**config.mk**
```make
export PLATFORM = sky130hd
export DESIGN_NAME = rsp_result_fifo_flat
export DESIGN_NICKNAME = d
export VERILOG_FILES = /design/src/rtl/rsp_pkg.sv /design/src/rtl/rsp_stream_if.sv /design/src/rtl/rsp_result_fifo.sv /design/src/flat_wrapper.sv
export SDC_FILE = /design/constraint.sdc
export NUM_CORES = 1
export LEC_CHECK = 0
export BUFFER_PORTS_ARGS = -buffer_cell sky130_fd_sc_hd__buf_2
export CORE_UTILIZATION = 40
export DETAILED_ROUTE_END_ITERATION = 6
export PLACE_DENSITY = 0.66
export SLEW_MARGIN = 20
export SYNTH_ARGS = -nofsm -noshare
export SYNTH_HDL_FRONTEND = slang
export SYNTH_SLANG_ARGS = --single-unit
```
**constraint.sdc**
```tcl
create_clock -name clk -period 3.45 [get_ports clk]
set_input_delay 0.345 -clock clk [delete_from_list [all_inputs] [get_ports clk]]
set_output_delay 0.345 -clock clk [all_outputs]
set_load 0.03 [all_outputs]
```
**src/rtl/rsp_pkg.sv**
```systemverilog
`timescale 1ns / 1ps

package rsp_pkg;

    typedef enum logic [2:0]
    {
        PH_HUNT,
        PH_BODY,
        PH_ESC,
        PH_HI,
        PH_LO
    } phase_t;

    typedef enum logic [2:0]
    {
        KIND_PAYLOAD = 3'd0,
        KIND_ACK     = 3'd1,
        KIND_GOOD    = 3'd2,
        KIND_BAD     = 3'd3,
        KIND_GIVEUP  = 3'd4
    } kind_t;

    localparam logic [7:0] CHAR_START = 8'h24;   // '$'
    localparam logic [7:0] CHAR_END   = 8'h23;   // '#'
    localparam logic [7:0] CHAR_ESC   = 8'h7d;   // '}'
    localparam logic [7:0] CHAR_ACK   = 8'h2b;   // '+'
    localparam logic [7:0] CHAR_NAK   = 8'h2d;   // '-'
    localparam logic [7:0] ESC_XOR    = 8'h20;

    localparam logic [15:0] LEN_MAX  = 16'hffff;
    localparam logic [3:0]  FAIL_MAX = 4'hf;

    localparam int CFG_INDEX_W = 1;
    localparam int CFG_DATA_W  = 16;

    localparam logic [CFG_INDEX_W-1:0] REG_CAPACITY = 1'b0;
    localparam logic [CFG_INDEX_W-1:0] REG_RETRY    = 1'b1;

    localparam logic [15:0] CAPACITY_RESET = 16'd1024;
    localparam logic [3:0]  RETRY_RESET    = 4'd10;

    typedef struct packed
    {
        logic [7:0] rx_byte;
    } rx_item_t;

    typedef struct packed
    {
        kind_t       kind;
        logic [7:0]  data;
        logic [15:0] count;
        logic        reply_valid;
        logic [7:0]  reply_char;
        logic        last;
    } result_t;

    typedef struct packed
    {
        logic [15:0] payload_capacity;
        logic [3:0]  retry_limit;
    } cfg_t;

    // Up to two results produced by one input beat.
    typedef struct packed
    {
        logic [1:0] num;
        result_t    first;
        result_t    second;
    } push_t;

    // Hex digit decode with no validity check; letters fold to lower case.
    function automatic logic [7:0] hex_value(input logic [7:0] c);
        logic [7:0] folded;
        folded = c;
        if (c > 8'h39)
        begin
            if (c >= 8'h41 && c <= 8'h5a)
            begin
                folded = c + 8'h20;
            end
            return folded - 8'h61 + 8'h0a;
        end
        return c - 8'h30;
    endfunction

endpackage

```
**src/rtl/rsp_stream_if.sv**
```systemverilog
`timescale 1ns / 1ps

interface rsp_stream_if #(parameter type payload_t = logic [7:0]);

    logic     valid;
    logic     ready;
    payload_t payload;

    modport source (output valid, output payload, input ready);
    modport sink   (input valid, input payload, output ready);

endinterface

```
**src/rtl/rsp_result_fifo.sv**
```systemverilog
`timescale 1ns / 1ps

module rsp_result_fifo
    import rsp_pkg::*;
#(
    parameter int DEPTH = 4
)
(
    input  logic         clk,
    input  logic         rst_n,
    input  push_t        push,
    output logic         room,
    rsp_stream_if.source res
);

    localparam int PTR_W  = (DEPTH > 1) ? $clog2(DEPTH) : 1;
    localparam int FILL_W = $clog2(DEPTH + 1);

    result_t mem [DEPTH];

    logic [PTR_W-1:0]  wr_reg, wr_next;
    logic [PTR_W-1:0]  rd_reg, rd_next;
    logic [FILL_W-1:0] fill_reg, fill_next;
    logic              pop;

    function automatic logic [PTR_W-1:0] ptr_inc(input logic [PTR_W-1:0] p);
        return (p == PTR_W'(DEPTH - 1)) ? '0 : p + 1'b1;
    endfunction

    // Two free entries are needed since one beat can produce two results.
    assign room        = fill_reg <= FILL_W'(DEPTH - 2);
    assign res.valid   = fill_reg != '0;
    assign res.payload = mem[rd_reg];
    assign pop         = res.valid && res.ready;

    always_comb
    begin
        case (push.num)
            2'd1:    wr_next = ptr_inc(wr_reg);
            2'd2:    wr_next = ptr_inc(ptr_inc(wr_reg));
            default: wr_next = wr_reg;
        endcase
        rd_next   = pop ? ptr_inc(rd_reg) : rd_reg;
        fill_next = fill_reg + FILL_W'(push.num) - FILL_W'(pop);
    end

    always_ff @(posedge clk)
    begin
        if (push.num != 2'd0)
        begin
            mem[wr_reg] <= push.first;
        end
        if (push.num == 2'd2)
        begin
            mem[ptr_inc(wr_reg)] <= push.second;
        end
    end

    always_ff @(posedge clk or negedge rst_n)
    begin
        if (!rst_n)
        begin
            wr_reg   <= '0;
            rd_reg   <= '0;
            fill_reg <= '0;
        end
        else
        begin
            wr_reg   <= wr_next;
            rd_reg   <= rd_next;
            fill_reg <= fill_next;
        end
    end

endmodule

```
**src/flat_wrapper.sv**
```systemverilog
// flat-port wrapper written by rule: the top's interface ports become plain ports
module rsp_result_fifo_flat import rsp_pkg::*;
#(
    parameter int DEPTH = 4
)
  (clk, rst_n, push, room, res_valid, res_payload, res_ready);
  rsp_stream_if res_i ();
  input  logic clk;
  input  logic rst_n;
  input  push_t push;
  output logic room;
  output wire logic [$bits(res_i.valid)-1:0] res_valid;
  output wire logic [$bits(res_i.payload)-1:0] res_payload;
  input wire logic [$bits(res_i.ready)-1:0] res_ready;
  assign res_valid = res_i.valid;
  assign res_payload = res_i.payload;
  assign res_i.ready = res_ready;
  rsp_result_fifo #(.DEPTH(DEPTH)) u_core (.clk(clk), .rst_n(rst_n), .push(push), .room(room), .res(res_i));
endmodule
```
## Word level (Yosys, flattened, before mapping)

Memory sizes are Yosys's and may differ from the RTL's.
Index checks and enable logic that the tools add are counted.

| storage, ports and cells | value |
|---|---|
| register bits after elaboration | 7 |
| latch bits | 0 |
| RAM bits | 148 |
| memory bits (read-only) | 0 |
| input port bits | 79 |
| output and inout bits | 10 |
| logic and storage cells | 27 |
| memories kept | 1 |

Memory list:

| memory | words | bits a word | rd ports | clocked after Yosys merged registers in | wr ports | line | text |
|---|---|---|---|---|---|---|---|
| u_core.mem | 4 | 37 | 1 | 0 | 2 | rsp_result_fifo.sv:19 | `result_t mem [DEPTH];` |

| cells by class | value |
|---|---|
| add/subtract/negate cells | 5 |
| multipliers | 0 |
| divide/modulo/power cells | 0 |
| $lt $le $gt $ge | 1 |
| eq/ne operators | 5 |
| shift operators | 0 |
| mux-type cells | 8 |
| bitwise operators | 0 |
| reduce and logical (&&, ||, !) cells | 4 |

Operators with widths:

| cell | count |
|---|---|
| $eq A2 B2 Y1 const B | 4 |
| $add A2 B1 Y2 const B | 3 |
| $mux W2 | 3 |
| $mux W1 | 4 |
| $pmux W2 S2 | 1 |
| $reduce_bool A2 Y1 | 2 |
| $add A3 B2 Y3 | 1 |
| $le A3 B2 Y1 const B | 1 |
| $reduce_bool A3 Y1 | 1 |
| $sub A3 B1 Y3 | 1 |
| $eq A2 B1 Y1 const B | 1 |
| $logic_and A1 B1 Y1 | 1 |

## Logic depth before layout (Yosys ltp)

| logic depth | value |
|---|---|
| depth after elaboration | 5 |
| mapped depth | 9 |
| gate-level depth less buffers | 9 |

## Worst setup path before layout

OpenSTA, ideal clock, no wires.

| path | value |
|---|---|
| path type | reg2reg |
| start point | reg u_core.fill_reg[2] |
| end point | reg u_core.fill_reg[2] |
| setup time | 0.123 ns |
| arrival | 2.077 ns |
| data required time | 3.327 ns |
| slack | 1.250 ns |
| stages on the path, launching flop included | 10 |
| path buffers | 0 |
| period minus slack after synthesis | 2.200 ns |
| cell sequence | dfrtp_1 > or3_4 > nand2_4 > inv_1 > ha_1 > inv_1 > ha_1 > fa_1 > xnor2_1 > xnor2_1 |

| on the way | value |
|---|---|
| word-level cells in the longest chain between the ends | 3 |
| elaborated cells on any way between the ends | 4 |
| those cells by class | 2 x add/sub; 2 x reduce/logical |

RTL lines:

| what | line | text |
|---|---|---|
| from (decl) | rsp_result_fifo.sv:23 | `logic [FILL_W-1:0] fill_reg, fill_next;` |
| from (signal assigned) | rsp_result_fifo.sv:71 | `fill_reg <= fill_next;` |
| $reduce_bool A3 Y1 | rsp_result_fifo.sv:32 | `assign res.valid = fill_reg != '0;` |
| named net res_valid | flat_wrapper.sv:12 | `output wire logic [$bits(res_i.valid)-1:0] res_valid;` |
| $logic_and A1 B1 Y1 | rsp_result_fifo.sv:34 | `assign pop = res.valid && res.ready;` |
| named net u_core.pop | rsp_result_fifo.sv:24 | `logic pop;` |
| $sub A3 B1 Y3 | rsp_result_fifo.sv:44 | `fill_next = fill_reg + FILL_W'(push.num) - FILL_W'(pop);` |
| named net u_core.fill_next[2] | rsp_result_fifo.sv:23 |  |

The timed path passes the listed nets, and every way through them passes these cells.
A chain may end at the register's enable or synchronous reset.

## Final worst setup path

| path | value |
|---|---|
| start point | reg u_core.fill_reg[2] |
| end point | reg u_core.fill_reg[2] |

| on the way | value |
|---|---|
| word-level cells in the longest chain between the ends | 3 |
| elaborated cells on any way between the ends | 4 |
| those cells by class | 2 x add/sub; 2 x reduce/logical |

RTL lines:

| what | line |
|---|---|
| $reduce_bool A3 Y1 | rsp_result_fifo.sv:32 |
| $logic_and A1 B1 Y1 | rsp_result_fifo.sv:34 |
| named net u_core.pop | rsp_result_fifo.sv:24 |
| $sub A3 B1 Y3 | rsp_result_fifo.sv:44 |
| named net u_core.fill_next[2] | rsp_result_fifo.sv:23 |

The timed path passes the listed nets, and every way through them passes these cells.

==> impl_metrics.yaml <==
outcome:
  result_of_the_run: "finished clean"
global_routing:
  grt_max_degree: 13
  grt_pass1_vias: 1277
  grt.met2_usage_pct: 30.0
  use_met3_pct: 4.20
  globalRoute.totalOverflow: 0
  global_route_wire_length_before_repair_um: 6280
  routing_usage_on_met1_pct: 18.3
  gr_usage_total_pct: 16.3
  initial_antenna_violation_count: 0
  grt_busiest_layer: "met2"
layout:
  diodes: 0
  finish.cell_count_without_fillers: 244
  largest_register_ffs: 32
  nNetsFinal: 266
  layout-drive-gt1-share_pct: 51.7
  layout-area-overhead-vs-synth_pct: 18.9
logic_synthesis:
  area_share_of_xor_xnor_cells_in_the_synthesized_design_pct: 1.25
  mappedNetlistNets: 227
  ys_warn_count: 0
  postSynth.topFlopCell: "sky130_fd_sc_hd__edfxtp_1"
  synth.area.mux_share_pct: 27.1
  synthesis.instances: 134
  post_synth.cell_area_avg_um2: 15.7
  synth.largest_area_cell: "sky130_fd_sc_hd__edfxtp_1"
  netlist.area_leader.share_pct: 45.7
  yosys.cell_types.count: 20
  synth_adder_area_share_pct: 8.69
  combinational_family_with_the_most_area_after_synthesis: "multiplexers"
  synth_seq_area_share_pct: 54.0
  synth-async-reset-ratio_pct: 17.9
  synthTopCellsByArea: "sky130_fd_sc_hd__edfxtp_1 46%, sky130_fd_sc_hd__mux2_2 17%, sky130_fd_sc_hd__mux4_2 8.6%, sky130_fd_sc_hd__dfrtp_1 8.3%, sky130_fd_sc_hd__ha_1 7.7%"
  leading_post_synthesis_cells_by_instance_count: "32 x sky130_fd_sc_hd__edfxtp_1, 32 x sky130_fd_sc_hd__mux2_2, 15 x sky130_fd_sc_hd__inv_1"
  synth_simple_gate_area_share_pct: 3.51
  synthesis.area_um2: 2100
  compound_cell_area_share_of_the_yosys_netlist_pct: 2.08
  synth_seq_cells: 39
  synth-edff-count: 32
floorplan:
  placeableCoreArea_um2: 5070
  die_area_um2: 5550
  row_count: 26
  start_util_pct: 41.4
  die_w_um: 74.5
  pin_count: 89
  die_y_um: 74.5
power:
  pwr_density_cell_nw_per_um2: 866
  largest_voltage_drop_on_the_vdd_net_mv: 0.333
  power.static_leakage_uw: 0.00101
place:
  port_buffers: 30
  numPlacedInstances: 235
  gp_routability_congestion: 0.697
detailed_routing:
  drc: 0
  drt-wirelength-per-cell_um: 16.6
  vias: 1192
  avgViaCountPerCell: 4.89
  detailedRoute.firstIterationViolations: 34
  antenna_violating_nets_post_route: 0
  routed_wl_um: 4050
  detailedRoute.firstPassIterationCount: 4
timing:
  report.final.hold_viol_count: 0
  timing.slew.headroom_pct: 53.4
  maxSlewViolCount: 0
  max_slew.worst_pin.slew_ns: 0.692
  rsz_0062_raised_after_global_routing: "no"
  final.setup_skew_ns: 0.00663
  fin_crit_sh_pct: 65.8
  setup_tns_ns: 0
  post-route-min-period_ns: 2.27
  setup-violations-final: 0
  max_freq_ghz: 0.441
  final.hold.worst_slack_ns: 0.300
worst_setup_path:
  critical_path.slowest_cell: "sky130_fd_sc_hd__dfrtp_1"
  crit_path_start_kind: "flop"
  required_ns: 3.65
  critical_path_class: "flop to flop"
  crit_path_max_incr_delay_ns: 0.42
  timing.critical_path.fanout_max: 3
  worstPathArrival_ns: 2.47
  end_kind: "flop"
  critical_path.cell_chain: "or3_4 > nand2_4 > inv_1 > ha_1 > inv_1 > ha_1 > fa_1 > xnor2_1 > xnor2_1"
clock_network:
  cts.reportedPaths.clkPinSlew_ns: 0.07
  cts_root_buf: "sky130_fd_sc_hd__clkbuf_8"
  clock_latency_on_the_worst_skew_pair_ns: 0.29
  post_cts_buffers: 0
  post_cts.resized_instances: 0
  cts-htree-levels: 2
  cts_inserted_buffers: 5
  cts.hold.buffers_added: 1
  cts_tree: "yes"
  maximum_buffer_depth_of_the_clock_tree: 2
  clock_sink_count: 39
flow_run:
  cap_violations: 0
min_path:
  timing.hold.worst.class: "input pin to flop"
-- cell families after synthesis --
| family | after synthesis |
|---|---|
| buffers and inverters | 18 |
| adder cells (fa/ha/maj) | 14 |
| AND/OR/NAND/NOR | 10 |
| AO/OA/AOI/OAI | 8 |
| XOR/XNOR | 3 |
| multiplexers | 42 |
| flip-flops | 39 |
-- where the power goes --
part	switching, uW	internal (uW)
sequential	123	709
clock	160	289
combinational	494	389
-- critical path: cells and delay by family, from the launching register on --
| family | cells | cell delay, ns |
|---|---|---|
| XOR/XNOR | 2 | 0.34 |
| flip-flops | 1 | 0.42 |
| buffers and inverters | 2 | 0.10 |
| AND/OR/NAND/NOR | 2 | 0.50 |
| adder cells (fa/ha/maj) | 3 | 0.84 |
-- path summary, 6_finish.rpt --
path | startpoint | to | slack (ns) | depth (start not counted)
worst max-delay path | u_core.fill_reg[2]$_DFF_PN0_ | u_core.fill_reg[2]$_DFF_PN0_ | 1.18 | 9
worst max register to register | u_core.fill_reg[2]$_DFF_PN0_ | u_core.fill_reg[2]$_DFF_PN0_ | 1.18 | 9
worst min-delay path | push[74] | u_core.fill_reg[0]$_DFF_PN0_ | 0.30 | 2
worst min register to register | u_core.fill_reg[2]$_DFF_PN0_ | u_core.fill_reg[2]$_DFF_PN0_ | 0.55 | 1
max in group asynchronous | rst_n | u_core.wr_reg[0]$_DFFE_PN0P_ | 2.87 | 2
min in group asynchronous | rst_n | u_core.rd_reg[0]$_DFFE_PN0P_ | 0.42 | 2
-- placed cells by master (no fill, tap or decap) --
cell type / n
sky130_fd_sc_hd__nor2_1: 2
sky130_fd_sc_hd__nand2_2: 4
sky130_fd_sc_hd__nor3b_2: 1
sky130_fd_sc_hd__o21ai_0: 4
sky130_fd_sc_hd__dfrtp_1: 7
sky130_fd_sc_hd__mux2_4: 2
sky130_fd_sc_hd__dlygate4sd3_1: 1
sky130_fd_sc_hd__clkbuf_8: 5
sky130_fd_sc_hd__buf_2: 30
sky130_fd_sc_hd__a21oi_1: 3
sky130_fd_sc_hd__inv_1: 15
sky130_fd_sc_hd__fa_1: 1
sky130_fd_sc_hd__o221ai_1: 1
sky130_fd_sc_hd__nand4_1: 1
sky130_fd_sc_hd__nand2_4: 1
sky130_fd_sc_hd__xnor2_1: 3
sky130_fd_sc_hd__ha_1: 13
sky130_fd_sc_hd__or3_4: 1
sky130_fd_sc_hd__mux4_2: 8
sky130_fd_sc_hd__clkbuf_1: 1
sky130_fd_sc_hd__buf_4: 4
sky130_fd_sc_hd__mux2_2: 32
sky130_fd_sc_hd__bufinv_16: 2
sky130_fd_sc_hd__edfxtp_1: 32
-- metrics by stage --
stage	utilization (%)	total power, uW	setup WS (ns)	cell area (um^2)
2_1_floorplan	-	1470	1.25	2100
5_1_grt	49.3	2290	1.07	2500
3_5_place_dp	46.4	1740	1.20	2360
3_3_place_gp	46.4	1690	1.29	2360
6_report	49.3	2160	1.18	2500
4_1_cts	49.3	2190	1.18	2500
-- per-layer routing --
| layer | routed length (um) | vias up |
|---|---|---|
| li1 | - | 574 |
| met4 | 54 | 0 |
| met5 | 0 | - |
| met1 | 1610 | 597 |
| met3 | 106 | 6 |
| met2 | 2280 | 15 |
-- layout make-up --
cell class	count	area (um^2)
Multi-Input combinational cell	77	897
Inverter	15	56.3
Fill cell	448	2570
Timing Repair Buffer	35	190
Clock inverter	2	60.1
Sequential cell	39	1140
Tap cell	70	87.6
Clock buffer	6	72.6
(Power assumes the default switching activity.)
