===== config.mk =====
export PLATFORM = sky130hd
export DESIGN_NAME = rsp_parser
export DESIGN_NICKNAME = d
export VERILOG_FILES = /design/src/rtl/rsp_pkg.sv /design/src/rtl/rsp_parser.sv
export SDC_FILE = /design/constraint.sdc
export NUM_CORES = 1
export LEC_CHECK = 0
export ABC_AREA = 1
export BUFFER_PORTS_ARGS = -buffer_cell sky130_fd_sc_hd__clkbuf_2
export CORE_UTILIZATION = 54
export DETAILED_ROUTE_END_ITERATION = 16
export GPL_ROUTABILITY_DRIVEN = 0
export GPL_TIMING_DRIVEN = 0
export PLACE_DENSITY = 0.84
export SETUP_SLACK_MARGIN = 0.05
export SLEW_MARGIN = 20
export SYNTH_ARGS = -nofsm -noshare
export SYNTH_HDL_FRONTEND = slang
export SYNTH_SLANG_ARGS = --single-unit
export TNS_END_PERCENT = 10

===== constraint.sdc =====
create_clock -name clk -period 6.2 [get_ports clk]
set_input_delay 1.86 -clock clk [delete_from_list [all_inputs] [get_ports clk]]
set_output_delay 1.86 -clock clk [all_outputs]
set_load 0.005 [all_outputs]

===== src/rtl/rsp_pkg.sv =====
`timescale 1ns / 1ps

package rsp_pkg;

    typedef enum logic [2:0]
    {
        PH_HUNT,
        PH_BODY,
        PH_ESC,
        PH_HI,
        PH_LO
    } phase_t;

    typedef enum logic [2:0]
    {
        KIND_PAYLOAD = 3'd0,
        KIND_ACK     = 3'd1,
        KIND_GOOD    = 3'd2,
        KIND_BAD     = 3'd3,
        KIND_GIVEUP  = 3'd4
    } kind_t;

    localparam logic [7:0] CHAR_START = 8'h24;   // '$'
    localparam logic [7:0] CHAR_END   = 8'h23;   // '#'
    localparam logic [7:0] CHAR_ESC   = 8'h7d;   // '}'
    localparam logic [7:0] CHAR_ACK   = 8'h2b;   // '+'
    localparam logic [7:0] CHAR_NAK   = 8'h2d;   // '-'
    localparam logic [7:0] ESC_XOR    = 8'h20;

    localparam logic [15:0] LEN_MAX  = 16'hffff;
    localparam logic [3:0]  FAIL_MAX = 4'hf;

    localparam int CFG_INDEX_W = 1;
    localparam int CFG_DATA_W  = 16;

    localparam logic [CFG_INDEX_W-1:0] REG_CAPACITY = 1'b0;
    localparam logic [CFG_INDEX_W-1:0] REG_RETRY    = 1'b1;

    localparam logic [15:0] CAPACITY_RESET = 16'd1024;
    localparam logic [3:0]  RETRY_RESET    = 4'd10;

    typedef struct packed
    {
        logic [7:0] rx_byte;
    } rx_item_t;

    typedef struct packed
    {
        kind_t       kind;
        logic [7:0]  data;
        logic [15:0] count;
        logic        reply_valid;
        logic [7:0]  reply_char;
        logic        last;
    } result_t;

    typedef struct packed
    {
        logic [15:0] payload_capacity;
        logic [3:0]  retry_limit;
    } cfg_t;

    // Up to two results produced by one input beat.
    typedef struct packed
    {
        logic [1:0] num;
        result_t    first;
        result_t    second;
    } push_t;

    // Hex digit decode with no validity check; letters fold to lower case.
    function automatic logic [7:0] hex_value(input logic [7:0] c);
        logic [7:0] folded;
        folded = c;
        if (c > 8'h39)
        begin
            if (c >= 8'h41 && c <= 8'h5a)
            begin
                folded = c + 8'h20;
            end
            return folded - 8'h61 + 8'h0a;
        end
        return c - 8'h30;
    endfunction

endpackage


===== src/rtl/rsp_parser.sv =====
`timescale 1ns / 1ps

module rsp_parser
    import rsp_pkg::*;
(
    input  logic       clk,
    input  logic       rst_n,
    input  logic       accept,
    input  logic [7:0] rx_byte,
    input  cfg_t       cfg,
    output push_t      push
);

    phase_t      phase_reg, phase_next;
    logic [7:0]  sum_reg, sum_next;
    logic [15:0] len_reg, len_next;
    logic [3:0]  fail_reg, fail_next;
    logic [3:0]  high_reg, high_next;

    logic [7:0]  digit;
    logic [7:0]  expect_sum;
    logic [15:0] len_inc;
    logic        below_cap;
    logic [3:0]  fail_inc;

    assign digit      = hex_value(rx_byte);
    assign expect_sum = {high_reg, 4'b0000} | digit;
    assign len_inc    = (len_reg == LEN_MAX) ? len_reg : len_reg + 16'd1;
    assign below_cap  = len_reg < cfg.payload_capacity;
    assign fail_inc   = (fail_reg < FAIL_MAX) ? fail_reg + 4'd1 : fail_reg;

    always_ff @(posedge clk or negedge rst_n)
    begin
        if (!rst_n)
        begin
            phase_reg <= PH_HUNT;
            sum_reg   <= '0;
            len_reg   <= '0;
            fail_reg  <= '0;
            high_reg  <= '0;
        end
        else
        begin
            phase_reg <= phase_next;
            sum_reg   <= sum_next;
            len_reg   <= len_next;
            fail_reg  <= fail_next;
            high_reg  <= high_next;
        end
    end

    always_comb
    begin
        phase_next = phase_reg;
        if (accept)
        begin
            unique case (phase_reg)
                PH_HUNT:
                begin
                    if (rx_byte == CHAR_START)
                    begin
                        phase_next = PH_BODY;
                    end
                end
                PH_BODY:
                begin
                    if (rx_byte == CHAR_ESC)
                    begin
                        phase_next = PH_ESC;
                    end
                    else if (rx_byte == CHAR_END)
                    begin
                        phase_next = PH_HI;
                    end
                end
                PH_ESC:  phase_next = (rx_byte == CHAR_END) ? PH_HI : PH_BODY;
                PH_HI:   phase_next = PH_LO;
                PH_LO:   phase_next = PH_HUNT;
                default: phase_next = PH_HUNT;
            endcase
        end
    end

    always_comb
    begin
        sum_next  = sum_reg;
        len_next  = len_reg;
        fail_next = fail_reg;
        high_next = high_reg;
        push      = '0;
        if (accept)
        begin
            unique case (phase_reg)
                PH_HUNT:
                begin
                    if (rx_byte == CHAR_ACK)
                    begin
                        fail_next        = '0;
                        push.num         = 2'd1;
                        push.first.kind  = KIND_ACK;
                        push.first.last  = 1'b1;
                    end
                    else if (rx_byte == CHAR_START)
                    begin
                        sum_next = '0;
                        len_next = '0;
                    end
                end
                PH_BODY:
                begin
                    if (rx_byte != CHAR_ESC && rx_byte != CHAR_END)
                    begin
                        sum_next         = sum_reg + rx_byte;
                        len_next         = len_inc;
                        push.num         = below_cap ? 2'd1 : 2'd0;
                        push.first.kind  = KIND_PAYLOAD;
                        push.first.data  = rx_byte;
                        push.first.count = len_reg;
                        push.first.last  = 1'b1;
                    end
                end
                PH_ESC:
                begin
                    // Both the escape character and the raw byte enter the sum.
                    sum_next         = sum_reg + rx_byte + CHAR_ESC;
                    len_next         = len_inc;
                    push.num         = below_cap ? 2'd1 : 2'd0;
                    push.first.kind  = KIND_PAYLOAD;
                    push.first.data  = rx_byte ^ ESC_XOR;
                    push.first.count = len_reg;
                    push.first.last  = 1'b1;
                end
                PH_HI:
                begin
                    high_next = digit[3:0];
                end
                PH_LO:
                begin
                    push.first.count       = len_reg;
                    push.first.reply_valid = 1'b1;
                    push.first.last        = 1'b1;
                    if (expect_sum == sum_reg)
                    begin
                        fail_next             = '0;
                        push.num              = 2'd1;
                        push.first.kind       = KIND_GOOD;
                        push.first.reply_char = CHAR_ACK;
                    end
                    else
                    begin
                        push.first.kind       = KIND_BAD;
                        push.first.reply_char = CHAR_NAK;
                        if (fail_inc >= cfg.retry_limit)
                        begin
                            // Give up: reject, then accept the packet anyway.
                            fail_next               = '0;
                            push.num                = 2'd2;
                            push.first.last         = 1'b0;
                            push.second.kind        = KIND_GIVEUP;
                            push.second.count       = len_reg;
                            push.second.reply_valid = 1'b1;
                            push.second.reply_char  = CHAR_ACK;
                            push.second.last        = 1'b1;
                        end
                        else
                        begin
                            fail_next = fail_inc;
                            push.num  = 2'd1;
                        end
                    end
                end
                default:
                begin
                    push = '0;
                end
            endcase
        end
    end

endmodule


Word-level counts from Yosys, hierarchy flattened
Cells that the tools add are included.
{"block": "word_totals", "reg_bits": 35, "latchBits": 0, "ram_bits": 0, "mem_bits_ro": 0, "inputBits": 31, "word_cells": 92, "n_memories": 0}
{"block": "op_classes", "add_sub_neg": 8, "multipliers": 0, "div_mod_pow": 0, "magnitude_cmp": 6, "eq_ne": 17, "shift": 0, "mux": 44, "bitwise_logic": 2, "reduce_logical": 10}
{"operator": "two-way mux 26 bit", "count": 3}
{"operator": "two-way mux 76 bit", "count": 1}
{"operator": "two-way mux 16 bit", "count": 4}
{"operator": "two-way mux 8 bit", "count": 7}
{"operator": "one-hot mux 16 bit (3 select lines)", "count": 1}
{"operator": "one-hot mux 16 bit (2 select lines)", "count": 1}
{"operator": "two-way mux 28 bit", "count": 1}
{"operator": "two-way mux 4 bit", "count": 7}
{"operator": "== test 8 x 6 -> 1 bit, second input constant", "count": 3}
{"operator": "one-hot mux 8 bit (3 select lines)", "count": 1}
{"operator": "one-hot mux 5 bit (4 select lines)", "count": 1}
{"operator": "adder 16 x 1 -> 16 bit, second input constant", "count": 1}
{"operator": "== test 16 bit, second input constant", "count": 1}
{"operator": "< comparator 16 bit", "count": 1}
{"operator": "one-hot mux 8 bit (2 select lines)", "count": 1}
{"operator": "two-way mux 3 bit", "count": 5}
{"operator": "one-hot mux 3 bit (4 select lines)", "count": 1}
{"operator": "two-way mux 9 bit", "count": 1}
{"operator": "adder 8 x 4 -> 8 bit, second input constant", "count": 1}
{"operator": "adder 8 x 6 -> 8 bit, second input constant", "count": 1}
{"operator": "adder 8 x 7 -> 8 bit, second input constant", "count": 1}
{"operator": "adder 8 bit", "count": 1}
{"operator": "== test 8 x 7 -> 1 bit, second input constant", "count": 1}
{"operator": "== test 8 bit", "count": 1}
{"operator": "30 further kinds", "count": 40}

Depth between registers and ports, before layout
Gate-level depths: netlist (run 1).
{"block": "depth", "ltp_word": 13, "depth_mapped": 21, "depth_no_buf": 20}

Least setup slack after synthesis (run 1)
Ideal clock, no wire load.
{"block": "synth_path", "kind": "input -> output", "from": "input rx_byte[0]", "to": "output push[1] (netlist bit)", "arrival_ns": 3.710, "t_required_ns": 4.340, "setup_slack_ns": 0.630, "path_stages": 19, "n_path_buf": 3, "path_cell_list": "inv_1 > ha_1 > a21oi_2 > nand2_2 > nand2_2 > buf_6 > o21ai_2 > nand2_1 > nor2_1 > nor2_1 > nand2_1 > nor2_1 > nand3_1 > nor2_1 > nand2_2 > nand3_4 > buf_12 > inv_2 > buf_4"}
{"element": "start: declaration", "line_no": "rsp_parser.sv:9", "text": "input logic [7:0] rx_byte,"}
{"element": "end: declaration", "line_no": "rsp_parser.sv:11", "text": "output push_t push"}

==> summary.md, run 1 <==
| Metric | Value |
|---|---|
| Status | finished clean |
| Crit. End Element | output port |
| Max-slew headroom | 37.8% |
| Number of vias per cell | 5.14 |
| Wirelength per Cell | 12.3 um |
| Worst Path Arrival | 4.12 ns |
| Place WS | -0.0762 ns |
| Initial Util | 57.0% |
| DRT antenna net count | 0 |
| Die span in y | 87.6 um |
| Startpoint Class | input port |
| Slew Limit Fails | 0 |
| Setup ws final | 0.217 ns |
| Fmax | 0.167 GHz |
| Core area | 0.00694 mm^2 |
| Sw frac | 49.7% |
| Fillers | 615 |
| Tmin final | 5.98 ns |
| Setup TNS | 0 ns |
| Total global routing track utilization | 26.1% |
| TritonCTS clock tree | built |
| Warnings from Yosys | 0 |
| Synthesized flop and latch total | 35 |
| Sequential power share | 27.9% |
| Max Cap Viol | 0 |
| Row cnt | 30 |
| Final Hold Vio Count | 0 |
| Synth cell count leaders | nand2_1, inv_1, nor2_1, ha_1, o21ai_0 |
| Unrepaired setup endpoints after global routing | true |
| Setup Skew | 0.0125 ns |
| Overflow after GRT | 0 |
| Int Pwr | 0.000627 W |
| Via count | 4187 |
| Die area | 0.00768 mm^2 |
| Pwr per Cell Area | 262 mW/mm^2 |
| Worst EP required | 4.34 ns |
| Vias in the first global route | 3632 |
| Worst hold path type | reg2reg |
| Num Clock Sinks | 35 |
| Worst-Margin Slew | 0.933 ns |
| Post-synthesis sequential area ratio | 22.1% |
| Mapped Avg Cell Area | 6.59 um^2 |
| Clk_lat worst skew | 0.29 ns |
| Initial antenna violation count | 0 |
| Ys flop type | dfrtp_1 |
| Mapped Area | 0.00396 mm^2 |
| PortBufs | 88 |
| Number of flip-flops in the largest register | 16 |
| Final period util | 96.5% |
| Yosys top cell area share | 22.1% |
| First DRT Iteration DRCs | 262 |
| Global-route wire length before repair | 16100 um |
| Reg2Reg Setup Slack | 3.65 ns |
| Comb pwr share | 58.8% |
| Htree depth | 2 |
| CP max FO | 10 |
| Ports | 107 |
| Largest net degree at the start of global routing | 36 |
| Clk pin slew, worst setup/hold paths | 0.08 ns |
| Peak VDD IR | 0.000204 V |
| Final Util | 68.5% |
| Share of layout cells above drive strength 1 | 24.6% |
| Clock power frac | 13.3% |
| Lkg Pwr | 2.65 nW |
| Nets | 791 |
| First-pass detailed-route iteration total | 5 |
| Area delta synth->final | 20.1% |
| Ant. Diodes | 0 |
| Synth Instances | 601 |
| CTS max path bufs | 2 |
| Drc violations | 0 |
| Dpl hpwl | 8030 um |
| Total Wirelength | 10000 um |
| Ranking of synthesized cells by area | dfrtp_1, ha_1, nand2_1 |
| Switch Pwr | 0.000619 W |
| Kind of critical path | in2out |
| Distinct cells, synth | 46 |
| EDFF count, synth | 0 |
| CTS root buf | clkbuf_8 |
| Post-synth top area cell | dfrtp_1 |
| Final setup violation count | 0 |
| Die X-Extent | 87.6 um |
| Most frequent cell after synthesis | nand2_1 |
| Num CTS Buffers | 5 |
| Async S/R FF share, synth | 100% |
placed cells by master (no fill, tap or decap), types with 18 or more instances in the layout:
master and n:
a21oi_1 34, buf_4 36, clkbuf_2 84, conb_1 18, dfrtp_1 35, ha_1 39
inv_1 88, nand2_1 117, nand3_1 33, nor2_1 76, o21ai_0 37
routing by layer:
metal | part of all wire [%] | vias up | track usage (%)
met4 | 1.5 | 0 | 6.86
li1 | - | 2119 | -
met1 | 44 | 1874 | 32.3
met2 | 49 | 173 | 47.7
met3 | 5.6 | 21 | 3.20
met5 | 0 | - | 0
what timing repair did:
action | in CTS | in global routing
endpoints found under the setup margin | 7 | 39
gates cloned | 0 | 0
setup buffers | 3 | 2
hold buffers | 0 | 0
resized for setup | 1 | 23
pin swaps | 2 | 3
worst paths after layout:
| path | from | to | cells after the start |
|---|---|---|---|
| max in group asynchronous | rst_n | len_reg[15]$_DFFE_PN0P_ | 1 |
| setup / recovery | rx_byte[4] | push[36] | 21 |
| setup reg to reg | fail_reg[0]$_DFFE_PN0P_ | fail_reg[0]$_DFFE_PN0P_ | 15 |
| min in group asynchronous | rst_n | high_reg[0]$_DFFE_PN0P_ | 1 |
| hold reg to reg | high_reg[3]$_DFFE_PN0P_ | high_reg[3]$_DFFE_PN0P_ | 2 |
| hold / removal | high_reg[3]$_DFFE_PN0P_ | high_reg[3]$_DFFE_PN0P_ | 2 |
final cells by class:
| type | count | area (um^2) | share of cell area (%) |
|---|---|---|---|
| plain buffers | 32 | 254 | 5.34 |
| clock buffers | 6 | 72.6 | 1.53 |
| clock inverters | 2 | 12.5 | 0.263 |
| inverters | 99 | 374 | 7.87 |
| multi-input cells | 452 | 2560 | 53.8 |
| flip-flops and latches | 35 | 876 | 18.4 |
| well taps | 96 | 120 | 2.53 |
| repair buffers | 93 | 488 | 10.3 |
per-stage QoR:
step           hold slack, ns  area (um^2)  power, W  std cells
4_1_cts                 0.487         4690   0.00123        813
6_report                0.491         4760   0.00125        815
5_1_grt                 0.515         4760   0.00136        815
2_1_floorplan           0.445         4020  0.000869        618
3_5_place_dp            0.467         4580   0.00106        802
3_3_place_gp            0.461         4580   0.00103        802
critical path, stage by stage:
cell and delay [ns]:
clkbuf_4 0.16, inv_2 0.13, ha_1 0.15, inv_1 0.03
nor2_1 0.13, nand2_1 0.08, nand3_2 0.13, nand2_1 0.10
nand2_1 0.11, nand3_1 0.08, nand2_1 0.07, nand3_1 0.11
nand3_1 0.09, nand2_1 0.07, nor2_2 0.14, nand2_2 0.11
nand3_4 0.12, buf_12 0.14, inv_2 0.07, buf_4 0.13
clkbuf_2 0.10
power by group through the flow:
stage | clock network (W) | registers, W | logic [W]
floorplan | 0 | 0.000332 | 0.000537
global placement | 0 | 0.000346 | 0.000682
detailed placement | 0 | 0.000350 | 0.000713
CTS | 0.000167 | 0.000346 | 0.000718
global route | 0.000176 | 0.000354 | 0.000831
finish | 0.000166 | 0.000347 | 0.000733
cell families (layout without fill, tap and decap cells):
family / Yosys count / after routing / share of synthesized area [%]
AOI/OAI and AO/OA: 92 / 92 / 13.0
xor gates and xnor gates: 16 / 16 / 3.54
adders and majority gates: 42 / 42 / 13.5
buffers and inverters: 131 / 232 / 15.8
DFF: 35 / 35 / 22.1
other: 1 / 18 / 0.0947
and+or+nand+nor: 284 / 284 / 32.0
No activity file was read; power rests on OpenSTA's default activity.
==> inputs of run 2 (changes only) <==
--- a/config.mk
+++ b/config.mk
@@ -7,6 +7,7 @@
 export LEC_CHECK = 0
 export ABC_AREA = 1
 export BUFFER_PORTS_ARGS = -buffer_cell sky130_fd_sc_hd__clkbuf_2
+export CAP_MARGIN = 40
 export CORE_UTILIZATION = 54
 export DETAILED_ROUTE_END_ITERATION = 16
 export GPL_ROUTABILITY_DRIVEN = 0
==> constraint.sdc (replaced) <==
create_clock -name clk -period 6.2 [get_ports clk]
set_input_delay 0.93 -clock clk [delete_from_list [all_inputs] [get_ports clk]]
set_output_delay 0.93 -clock clk [all_outputs]
set_load 0.005 [all_outputs]
==> run 2 against run 1 <==
Clock skew down 0.0015 ns. Register-to-register slack gained 0.03 ns. Critical endpoint is now push[2]. Clock power about the same. Core utilization shrank 0.86 points. Non-clock buffer count decreased by 4. Global-route usage increased by 0.42 points. Count of clock-buffer cells in the layout is the same.
==> summary.md, run 2 (synthesis gave the netlist of run 1 again) <==
| Metric | Value |
|---|---|
| Startpoint Class | input port |
| Ports | 107 (unchanged) |
| Ant. Diodes | 0 (unchanged) |
| Hold slack | 0.497 ns (+0.00534 ns) |
| Reg2Reg Setup Slack | 3.68 ns (+0.03 ns) |
| Most frequent cells in the layout | nand2_1, inv_1, clkbuf_2 |
| Worst Path Arrival | 3.54 ns (-0.58 ns) |
| Number of vias per cell | 5.15 (+0.25%) |
| Share of layout cells above drive strength 1 | 22.4% (-2.2 points) |
| Final Hold Vio Count | 0 (unchanged) |
| Final Util | 67.6% (-0.86 points) |
| Die X-Extent | 87.6 um (unchanged) |
| CTS max path bufs | 2 (unchanged) |
| Lkg Pwr | 2.63 nW (-0.47%) |
| Crit. End Element | output port |
| Pwr per Cell Area | 265 mW/mm^2 (+1.2%) |
| Nets | 787 (-0.51%) |
| First-pass detailed-route iteration total | 5 (unchanged) |
| Die span in y | 87.6 um (unchanged) |
| PortBufs | 88 (unchanged) |
| Global-route wire length before repair | 16300 um (+1.3%) |
| Fmax | 0.224 GHz (+34%) |
| Area delta synth->final | 18.6% |
| Initial antenna violation count | 0 (unchanged) |
| Max Cap Viol | 0 (unchanged) |
| Slew Limit Fails | 0 (unchanged) |
| TritonCTS clock tree | built |
| Number of flip-flops in the largest register | 16 (unchanged) |
| Crit path launch | rx_byte[5] |
| Clk pin slew, worst setup/hold paths | 0.08 ns (about the same) |
| R2r startpoint | phase_reg[1]$_DFFE_PN0P_ |
| Worst hold path type | reg2reg |
| Unrepaired setup endpoints after global routing | false |
| CP max FO | 11 (+1) |
| Num Clock Sinks | 35 (unchanged) |
| Worst Reg-to-Reg Cells | 9 (-6) |
| Kind of critical path | in2out |
| Finished Cell Area | 0.00470 mm^2 (-1.3%) |
| Clk_lat worst skew | 0.29 ns (about the same) |
| Wirelength per Cell | 12.3 um (+0.16%) |
| Hold Path End | high_reg[3]$_DFFE_PN0P_ |
| Total global routing track utilization | 26.5% (+0.42 points) |
| Vias in the first global route | 3664 (+0.88%) |
| DRT antenna net count | 0 (unchanged) |
| Setup Skew | 0.0110 ns (-0.00150 ns) |
| Drc violations | 0 (unchanged) |
| Setup Buffers After CTS | 0 (-3) |
| CTS root buf | clkbuf_8 |
| Hold Startpoint | high_reg[3]$_DFFE_PN0P_ |
| Overflow after GRT | 0 (unchanged) |
| Tmin final | 4.47 ns (-1.51 ns) |
| Dpl cell area | 0.00461 mm^2 (+0.60%) |
| Total Wirelength | 9990 um (-0.33%) |
| Overall power | 0.00124 W (-0.13%) |
| Dpl hpwl | 8220 um (+2.3%) |
| Row cnt | 30 (unchanged) |
| First DRT Iteration DRCs | 232 (-11%) |
| Worst-Margin Slew | 0.568 ns (-0.366 ns) |
| Worst hold stages | 2 (unchanged) |
| Most common cell after layout, fill and taps aside | nand2_1 |
| Status | finished clean |
| Worst EP required | 5.27 ns (+0.93 ns) |
| Setup TNS | 0 ns (unchanged) |
| Reg-to-Reg End | len_reg[5]$_DFFE_PN0P_ |
| Die area | 0.00768 mm^2 (unchanged) |
| Core area | 0.00694 mm^2 (unchanged) |
| Max-slew headroom | 61.9% (+24 points) |
| Largest net degree at the start of global routing | 19 (-47%) |
| Htree depth | 2 (unchanged) |
| Initial Util | 57.0% (unchanged) |
| Hold Buf Count CTS | 0 (unchanged) |
| # resized after CTS | 0 (-1) |
| Final setup violation count | 0 (unchanged) |
| Num CTS Buffers | 5 (unchanged) |
| Peak VDD IR | 0.000210 V (+2.8%) |
| Via count | 4177 (-0.24%) |
| Fillers | 619 (+0.65%) |
| Final period util | 72.1% (-24 points) |
run 2: changes by cell type in the layout (fill, tap and decap cells not counted), moves of 2 or more:
cell,previous run,this run
ha_1,39,41
nor2_1,76,78
nand3_1,33,36
inv_2,10,7
clkbuf_2,84,88
buf_4,36,29
clkbuf_4,2,0
nand3_2,3,0
ha_2,2,0
inv_1,88,92
run 2: critical path, cell delays in order:
cell,delay (ns)
clkbuf_2,0.18
inv_1,0.19
ha_1,0.18
inv_1,0.04
nor2_1,0.13
nand3_1,0.09
nand2_1,0.17
nand2_1,0.10
nand2_1,0.09
nand3_1,0.11
nand2_1,0.08
nand2_1,0.07
nand3_1,0.08
nand3_1,0.09
nor2_1,0.19
nand2_2,0.17
nand3_4,0.17
buf_12,0.16
inv_2,0.07
buf_4,0.13
clkbuf_2,0.10
run 2: report_power, final:
group / internal, W / switching, W
clock network: 0.0000787 / 0.0000905
registers: 0.000289 / 0.0000581
logic: 0.000257 / 0.000471
total: 0.000625 / 0.000620
run 2: worst max path at each step:
| stage | endpoint | slack [ns] | cells past startpoint |
|---|---|---|---|
| floorplan | push[1] | 2.49 | 19 |
| global placement | push[1] | 1.88 | 21 |
| detailed placement | push[2] | 1.77 | 21 |
| CTS | push[2] | 1.76 | 21 |
| global route | push[1] | 1.40 | 23 |
| finish | push[2] | 1.73 | 21 |
run 2: routing by layer:
metal | track usage, % | wire length (um) | vias up
li1 | - | - | 2112
met1 | 33.7 | 4370 | 1872
met2 | 47.0 | 4830 | 167
met3 | 3.02 | 590 | 26
met4 | 8.20 | 196 | 0
met5 | 0 | 0 | -
run 2: cell type report:
type                       instances  area [um^2]  area share (%)
tap                               96          120            2.56
buffer                            32          254            5.41
timing repair buffer              89          468            9.97
inverter                          99          372            7.91
sequential                        35          876            18.7
clock buffer                       6         72.6            1.55
multi-input combinational        452         2520            53.7
clock inverter                     2         12.5           0.266
run 2: per-stage QoR:
step | instances | setup WS (ns)
3_3_place_gp | 802 | 1.88
5_1_grt | 811 | 1.40
6_report | 811 | 1.73
3_5_place_dp | 803 | 1.77
2_1_floorplan | 618 | 2.49
4_1_cts | 811 | 1.76
==> inputs of run 3 (changes only) <==
==> constraint.sdc (replaced) <==
create_clock -name clk -period 4.24 [get_ports clk]
set_input_delay 0.636 -clock clk [delete_from_list [all_inputs] [get_ports clk]]
set_output_delay 0.636 -clock clk [all_outputs]
set_load 0.005 [all_outputs]
==> run 3 against run 2 <==
Power rose by 46%. Sequential share of layout area did not move. Combinational power rose by 47%. Routed wire length rose by 0.12%. Final area did not move. Critical path type unchanged.
==> summary.md, run 3 (synthesis gave the netlist of run 1 again) <==
| Metric | Value |
|---|---|
| Status | finished clean |
| Crit. End Element | output port |
| CTS root buf | clkbuf_8 |
| Number of vias per cell | 5.15 (about the same) |
| Ant. Diodes | 0 (unchanged) |
| Pwr per Cell Area | 388 mW/mm^2 (+46%) |
| Dpl hpwl | 8220 um (unchanged) |
| Most common cell after layout, fill and taps aside | nand2_1 |
| Worst path most repeated cell | nand2_1 |
| R2r startpoint | phase_reg[1]$_DFFE_PN0P_ |
| Total Wirelength | 10000 um (+0.12%) |
| Via count | 4174 (-0.072%) |
| Initial Util | 57.0% (unchanged) |
| Largest net degree at the start of global routing | 19 (unchanged) |
| Setup Skew | 0.0102 ns (-0.000792 ns) |
| Num CTS Buffers | 5 (unchanged) |
| Vias in the first global route | 3664 (unchanged) |
| Htree depth | 2 (unchanged) |
| Cells along the critical path | clkbuf_2 > inv_1 > ha_1 > inv_1 > nor3_1 > nand2_1 > nand3_1 > nand2_1 > nand2_1 > nand3_1 > nand2_1 > nand2_1 > nand3_1 > nand3_1 > nor2_1 > nand2_2 > nand3_4 > buf_12 > inv_2 > buf_4 > clkbuf_2 |
| Initial antenna violation count | 0 (unchanged) |
| Non-Filler Instances | 811 (unchanged) |
| First-pass detailed-route iteration total | 5 (unchanged) |
| Kind of critical path | in2out |
| Num Clock Sinks | 35 (unchanged) |
| Global-route wire length before repair | 16300 um (unchanged) |
| CTS max path bufs | 2 (unchanged) |
| Cells after DPL | 803 (unchanged) |
| Worst Path Arrival | 3.23 ns (-0.31 ns) |
| Clk_lat worst skew | 0.29 ns (about the same) |
| Max Cap Viol | 0 (unchanged) |
| Fmax | 0.259 GHz |
| Tmin final | 3.86 ns |
| Peak VDD IR | 0.000307 V (+46%) |
| Nets | 787 (unchanged) |
| First DRT Iteration DRCs | 232 (unchanged) |
| Die span in y | 87.6 um (unchanged) |
| Slew Limit Fails | 0 (unchanged) |
| Worst EP required | 3.60 ns (-1.67 ns) |
| Unrepaired setup endpoints after global routing | false |
| Share of layout cells above drive strength 1 | 22.5% (+0.14 points) |
| Row cnt | 30 (unchanged) |
| Number of flip-flops in the largest register | 16 (unchanged) |
| Core area | 0.00694 mm^2 (unchanged) |
| Lkg Pwr | 2.63 nW (about the same) |
| CP bufs+invs | 7 (unchanged) |
| Clk pin slew, worst setup/hold paths | 0.08 ns (about the same) |
| Worst hold path type | in2async |
| Worst Reg-to-Reg Cells | 9 (unchanged) |
| Reg2Reg Setup Slack | 1.70 ns (-1.98 ns) |
| Startpoint Class | input port |
| Die area | 0.00768 mm^2 (unchanged) |
| Area delta synth->final | 18.6% (unchanged) |
| Total global routing track utilization | 26.5% (unchanged) |
| Wirelength per Cell | 12.3 um (+0.12%) |
| TritonCTS clock tree | built |
| DRT antenna net count | 0 (unchanged) |
| Final period util | 91.2% |
| Slowest stage cell, crit path | ha_1 |
| Ports | 107 (unchanged) |
| CP max FO | 10 (-1) |
| Drc violations | 0 (unchanged) |
| Place WS | 0.395 ns (-1.37 ns) |
| Setup ws final | 0.375 ns (-1.36 ns) |
| Max-slew headroom | 61.7% (-0.21 points) |
| Setup TNS | 0 ns (unchanged) |
| Final setup violation count | 0 (unchanged) |
| Worst-Margin Slew | 0.571 ns (+0.00311 ns) |
| Reg-to-Reg End | len_reg[5]$_DFFE_PN0P_ |
| Slowest stage delay, CP | 0.19 ns (about the same) |
| Most frequent cells in the layout | nand2_1, inv_1, clkbuf_2 |
| Top delay family on crit path | simple AND/OR/NAND/NOR gates |
| PortBufs | 88 (unchanged) |
| Final Hold Vio Count | 0 (unchanged) |
| Die X-Extent | 87.6 um (unchanged) |
| Overflow after GRT | 0 (unchanged) |
[run 3: cell counts in the layout (fill, tap and decap cells not counted)]
No cell type changed its count.
[run 3: repair_timing]
| action | in CTS | in global routing |
|---|---|---|
| setup endpoints to repair | 0 | 6 |
| hold buffers | 0 | 0 |
| buffers inserted | 0 | 0 |
| gates resized for setup | 0 | 1 |
[run 3: layout make-up]
| class | count | area, um^2 |
|---|---|---|
| Clock inverter | 2 | 12.5 |
| Timing Repair Buffer | 89 | 468 |
| Buffer | 32 | 254 |
| Sequential cell | 35 | 876 |
| Inverter | 99 | 372 |
| Multi-Input combinational cell | 452 | 2520 |
| Fill cell | 619 | 2250 |
| Clock buffer | 6 | 72.6 |
| Tap cell | 96 | 120 |
[run 3: metal layers]
layer | share of wire, % | GRT usage (%) | vias to the layer above
li1 | - | - | 2113
met1 | 45 | 33.7 | 1876
met2 | 48 | 47.0 | 161
met3 | 5.2 | 3.02 | 24
met4 | 1.8 | 8.20 | 0
met5 | 0 | 0 | -
[run 3: worst reg2reg max path, cell delays in order (launching register included)]
cell and delay [ns]:
dfrtp_1 0.44, nor2_1 0.19, nand2_1 0.21, nand2_1 0.37, inv_1 0.22, o21ai_0 0.25
nand2_2 0.18, or2_2 0.33, o21ai_0 0.20, a21oi_1 0.06
[run 3: power breakdown]
group          leakage [nW]  internal [W]  switching, W
Combinational          2.12      0.000376      0.000689
Sequential            0.468      0.000423     0.0000847
Clock                0.0412      0.000115      0.000133
[run 3: stage by stage]
step	hold slack, ns	utilization, %	power [W]	instance area (um^2)
global route	0.345	67.6	0.00199	4700
CTS	0.340	67.6	0.00181	4700
finish	0.310	67.6	0.00182	4700
global placement	0.461	66.0	0.00150	4580
detailed placement	0.473	66.4	0.00156	4610
floorplan	0.340	-	0.00127	4020
[run 3: worst max path at each step]
stage | endpoint | depth (start not counted) | startpoint
after floorplan | push[1] | 19 | rx_byte[0]
after global placement | push[1] | 21 | rx_byte[1]
after detailed placement | push[2] | 21 | rx_byte[1]
after CTS | push[2] | 21 | rx_byte[1]
after global routing | push[1] | 21 | rx_byte[1]
final | push[2] | 21 | rx_byte[1]
